===== config.mk =====
export PLATFORM = sky130hd
export DESIGN_NAME = sult_cell
export DESIGN_NICKNAME = d
export VERILOG_FILES = /design/src/sv/sult_pkg.sv /design/src/sv/sult_cell.sv
export SDC_FILE = /design/constraint.sdc
export NUM_CORES = 1
export LEC_CHECK = 0
export BUFFER_PORTS_ARGS = -buffer_cell sky130_fd_sc_hd__buf_2
export CORE_AREA = 3 3 133 135
export DETAILED_ROUTE_END_ITERATION = 10
export DIE_AREA = 0 0 136 138
export PLACE_DENSITY_LB_ADDON = 0.2
export SYNTH_ARGS = -nofsm -noshare
export SYNTH_HDL_FRONTEND = slang
export SYNTH_SLANG_ARGS = --single-unit

===== constraint.sdc =====
create_clock -name clock -period 3 [get_ports clock]
set_input_delay 0.45 -clock clock [delete_from_list [all_inputs] [get_ports clock]]
set_output_delay 0.45 -clock clock [all_outputs]
set_load 0.005 [all_outputs]

===== src/sv/sult_pkg.sv =====
// Shared types and constants for the sorted unique list table.
// No dependencies; used by the interfaces, the cell, the top level and the checker.
`timescale 1ns / 1ps

package sult_pkg;

   localparam int VALUE_W     = 64;
   localparam int ACTION_W    = 3;
   localparam int IDX_W       = 6;
   localparam int COUNT_OUT_W = 7;
   localparam int STATUS_W    = 2;

   typedef enum logic [ACTION_W-1:0] {
      ACT_INSERT  = 3'd0,
      ACT_PREPEND = 3'd1,
      ACT_APPEND  = 3'd2,
      ACT_REMOVE  = 3'd3,
      ACT_READ    = 3'd4
   } action_type;

   typedef enum logic [STATUS_W-1:0] {
      STATUS_DONE  = 2'd0,
      STATUS_DUP   = 2'd1,
      STATUS_FULL  = 2'd2,
      STATUS_RANGE = 2'd3
   } status_type;

   // how a cell decides that it sits at or after the target position
   typedef enum logic [1:0] {
      MODE_SORTED = 2'd0,
      MODE_FRONT  = 2'd1,
      MODE_BACK   = 2'd2,
      MODE_INDEX  = 2'd3
   } scan_mode_type;

   typedef enum logic [1:0] {
      S_IDLE  = 2'd0,
      S_SCAN  = 2'd1,
      S_SHIFT = 2'd2,
      S_CHECK = 2'd3
   } seq_state_type;

   // command broadcast from the sequencer to every cell
   typedef struct packed {
      logic                scan_en;
      logic                ins_en;
      logic                rem_en;
      scan_mode_type       mode;
      logic [VALUE_W-1:0]  value;
      logic [IDX_W-1:0]    index;
   } cell_cmd_type;

endpackage


===== src/sv/sult_cell.sv =====
// One slot of the list: holds an entry, finds its place in the scan, shifts.
// Depends on sult_pkg.
`timescale 1ns / 1ps

module sult_cell #(
   parameter int POS   = 0,
   parameter int CNT_W = 7
) (
   input  logic                           clock,
   input  sult_pkg::cell_cmd_type         cmd,
   input  logic [CNT_W-1:0]               count,
   input  logic                           chain_in,
   output logic                           chain_out,
   input  logic                           prev_mark,
   output logic                           mark_out,
   input  logic [sult_pkg::VALUE_W-1:0]   prev_entry,
   input  logic [sult_pkg::VALUE_W-1:0]   next_entry,
   output logic [sult_pkg::VALUE_W-1:0]   entry_out,
   output logic                           dup_hit,
   output logic [sult_pkg::VALUE_W-1:0]   read_data,
   output logic                           order_ok
);
   import sult_pkg::*;

   localparam int CMP_W = (CNT_W > IDX_W) ? CNT_W : IDX_W;
   localparam logic [CMP_W-1:0] POS_V = CMP_W'(POS);

   logic [VALUE_W-1:0] entry_ff, entry_in;
   logic               entry_we;
   logic               mark_ff;
   logic [CMP_W-1:0]   count_ext, idx_ext;
   logic               valid, ge, eq, local_mark, first_scan, first_shift;

   assign count_ext = CMP_W'(count);
   assign idx_ext   = CMP_W'(cmd.index);
   assign valid     = POS_V < count_ext;
   assign ge        = $signed(entry_ff) >= $signed(cmd.value);
   assign eq        = entry_ff == cmd.value;

   always_comb begin
      case (cmd.mode)
         MODE_SORTED: local_mark = (valid & ge) | ~valid;
         MODE_FRONT:  local_mark = 1'b1;
         MODE_BACK:   local_mark = ~valid;
         MODE_INDEX:  local_mark = POS_V >= idx_ext;
         default:     local_mark = 1'b0;
      endcase
   end

   // prefix carry: once a cell marks, every later cell is at or after the spot
   assign chain_out  = chain_in | local_mark;
   assign first_scan = chain_out & ~chain_in;
   assign dup_hit    = (cmd.mode == MODE_SORTED) & first_scan & valid & eq;

   assign first_shift = mark_ff & ~prev_mark;

   always_comb begin
      entry_we = 1'b0;
      entry_in = entry_ff;
      if (cmd.ins_en && mark_ff) begin
         entry_we = 1'b1;
         entry_in = first_shift ? cmd.value : prev_entry;
      end else if (cmd.rem_en && mark_ff) begin
         entry_we = 1'b1;
         entry_in = next_entry;
      end
   end

   always_ff @(posedge clock) begin
      if (cmd.scan_en) begin
         mark_ff <= chain_out;
      end
      if (entry_we) begin
         entry_ff <= entry_in;
      end
   end

   assign mark_out  = mark_ff;
   assign entry_out = entry_ff;
   assign read_data = (valid && (POS_V == idx_ext)) ? entry_ff : '0;

   if (POS == 0) begin : g_head
      assign order_ok = 1'b1;
   end else begin : g_body
      assign order_ok = ~valid | ($signed(entry_ff) > $signed(prev_entry));
   end

endmodule


==> impl_metrics.py <==
metrics = {
    "status": {
        "outcome": "finished with violations",
        "violations": "negative setup slack",
    },
    "placed_design": {
        "dpl.cell_count": 1153,
        "pre_cts_slack_ns": -0.1601,
        "io_buffers": 343,
        "place_area_um2": 7522,
        "place_congestion": 0.8144,
        "place_hpwl_um": 14790,
    },
    "global_route": {
        "overflow": 0,
        "grt_pass1_vias": 5452,
        "grt_max_degree": 65,
        "grt_antenna_before_repair": 1,
        "grt_pass1_wl_um": 28010,
        "grtUsageTotal": 0.1899,
    },
    "synth": {
        "ys_seq_area_frac": 0.3587,
        "synth_ff_type": "edfxtp_1",
        "syn_avg_cell_area_um2": 9.115,
        "ys_ff_latch": 65,
        "synth_enable_flop_cells": 65,
        "ys_async_sr_fraction": 0,
        "yosysWarnings": 0,
        "synth_fp_nets": 874,
        "synth_cells": 597,
        "ys_types": 41,
        "synthesis.area_um2": 5441,
    },
    "floorplanning": {
        "die_x_um": 136,
        "rows": 47,
        "start_util": 0.3281,
        "io_pins": 345,
        "die-area_um2": 18770,
        "die-height_um": 138,
        "coreArea_um2": 16580,
    },
    "clock_tree": {
        "cts-root-buf": "clkbuf_16",
        "tritoncts": "built",
        "clkTransAtPathRegs_ns": 0.05,
        "cts_buffers": 9,
        "worstSkewPairLatency_ns": 0.33,
        "h-tree-depth": 3,
        "clock_path_buffers": 2,
        "cts_hold_buf": 0,
        "tritoncts_num_sinks": 65,
    },
    "cells_and_area": {
        "ff_latch_area_um2": 1952,
        "fin_area_um2": 8137,
        "fin_cells": 1189,
        "num-nets-final": 1243,
        "multi_input_area_um2": 3341,
        "layout_common_cells": "buf_2, a21oi_1, nor2_1",
        "fin_util": 0.4906,
        "fillers": 1639,
        "final_common_cell": "buf_2",
        "syn_to_final_growth_pct": 49.53,
        "drive_gt1_frac": 0.4376,
        "diodes": 0,
    },
    "drt": {
        "routed-via-count": 5517,
        "firstDrtPassIters": 4,
        "viasPerCell": 4.640,
        "wl_per_cell_um": 15.75,
        "routed_wl_um": 18730,
        "drtAntennaViolNets": 0,
        "drtIter0Drc": 140,
        "remaining_drc_errors": 0,
    },
    "worst_setup_path": {
        "path_cells": "ha_1 > nand4_1 > nor4_2 > buf_4 > nand3_4 > or3_4 > or3b_1 > a21oi_1 > nor3b_2 > buf_4 > buf_6",
        "start_kind": "flip-flop",
        "critPathSlowestCell": "edfxtp_1",
        "path_buf_inv": 3,
        "critPathCaptureType": "output port",
        "arrival_ns": 2.78,
        "cp_max_fo": 3,
        "crit_family": "simple AND/OR/NAND/NOR gates",
        "path_class": "reg -> out",
        "critPathMaxStageDelay_ns": 0.43,
        "cp.required_ns": 2.55,
        "crit_path_frequent_cell": "buf_4",
    },
    "timing": {
        "setup_viol": 1,
        "period_share": 1.075,
        "hold_viol": 0,
        "tns_ns": -0.2264,
        "slew_viol_final": 0,
        "fin_ws_ns": -0.2264,
        "hold_ws_ns": 0.3172,
        "min_period_ns": 3.226,
        "relSlewSlack": 0.2409,
        "worstMarginPinSlew_ns": 1.136,
        "rsz0062_at_grt": "yes",
        "fmax_mhz": 309.9,
        "skew_ns": 0.007128,
    },
    "power": {
        "p_leak_nw": 4.263,
        "p_total_mw": 2.953,
        "ir_drop_uv": 232.1,
        "p_per_area_nw_per_um2": 362.9,
    },
    "worst_hold_path": {
        "hold_path.class": "in -> reg",
    },
    "job": {
        "maxCapViolCount": 0,
    },
}
worst paths after layout:
check / startpoint / to / slack (ns) / depth (start not counted)
max: entry_out[40] / chain_out / -0.23 / 11
min: cmd[74] / mark_out / 0.32 / 1
max reg2reg: entry_out[40] / mark_out / 0.46 / 11
min reg2reg: mark_out / entry_out[38] / 1.09 / 2
state kept, by name (all words and copies together), names as in the netlist:
register / cells
mark_out: 1
entry_out: 64
cells in the mapped netlist (2+ instances only):
cell	number	area, um^2
a21o_1	2	15.01
a21oi_1	90	450.4
a221oi_1	4	35.03
and2_1	64	400.4
and4_1	3	26.28
buf_1	2	7.510
buf_2	4	20.02
clkbuf_1	21	78.83
edfxtp_1	65	1952
ha_1	64	800.8
inv_1	67	251.5
mux2i_1	64	640.6
nand2_1	18	67.56
nand3_1	8	40.04
nand4_1	9	56.30
nand4_2	3	37.54
nor2_1	71	266.5
nor2b_1	3	18.77
nor4_1	2	12.51
nor4_2	2	25.02
nor4_4	2	42.54
o21ai_0	7	35.03
o21ai_1	2	10.01
or3_1	2	12.51
or4_1	2	15.01
worst reg2reg max path, cell delays in order (launching register included):
cell and delay, ns:
edfxtp_1 0.43, ha_1 0.32, nand4_1 0.12, buf_4 0.12, buf_4 0.08, nor2_1 0.03, a221oi_1 0.33, a31oi_2 0.18
nor4_4 0.24, nand4_1 0.11, nor3b_2 0.16, buf_4 0.16
cell type report:
class                   instances  share of cell area
clock buffers                  12             0.02906
clock inverters                 2           0.0009227
inverters                      67             0.03091
multi-input cells             437              0.4106
flip-flops and latches         65              0.2399
well taps                     220             0.03383
repair buffers                386              0.2548
layer usage:
metal | share of wire | routed length, um | global-route usage | up-vias
met4 | 0.020 | 366 | 0.06207 | 2
met5 | 0.00037 | 7 | 0 | -
met1 | 0.40 | 7512 | 0.2232 | 2430
met3 | 0.081 | 1515 | 0.04578 | 26
li1 | - | - | - | 2833
met2 | 0.50 | 9329 | 0.3369 | 226
where the power goes:
part	switching [mW]	total [mW]	internal, mW
clock	0.371	0.916	0.545
sequential	0.0699	1.19	1.12
combinational	0.420	0.851	0.431
cells by family (layout without fill, tap and decap cells):
logic type               count (synthesis)  count (layout)  share of synthesized area
multiplexers                            64              64                     0.1177
other                                    1               1                  0.0006892
adder cells (fa/ha/maj)                 64              64                     0.1472
flip-flops                              65              65                     0.3587
AO/OA/AOI/OAI                          113             113                     0.1118
buffers and inverters                   95             467                    0.06714
AND/OR/NAND/NOR                        195             195                     0.1968
what timing repair did:
| action | CTS | global route |
|---|---|---|
| cloned | 0 | 0 |
| gates resized for setup | 3 | 19 |
| pin swaps | 8 | 15 |
| setup endpoints to repair | 2 | 2 |
| setup buffers | 9 | 13 |
Power figures use the tool's default switching activity.
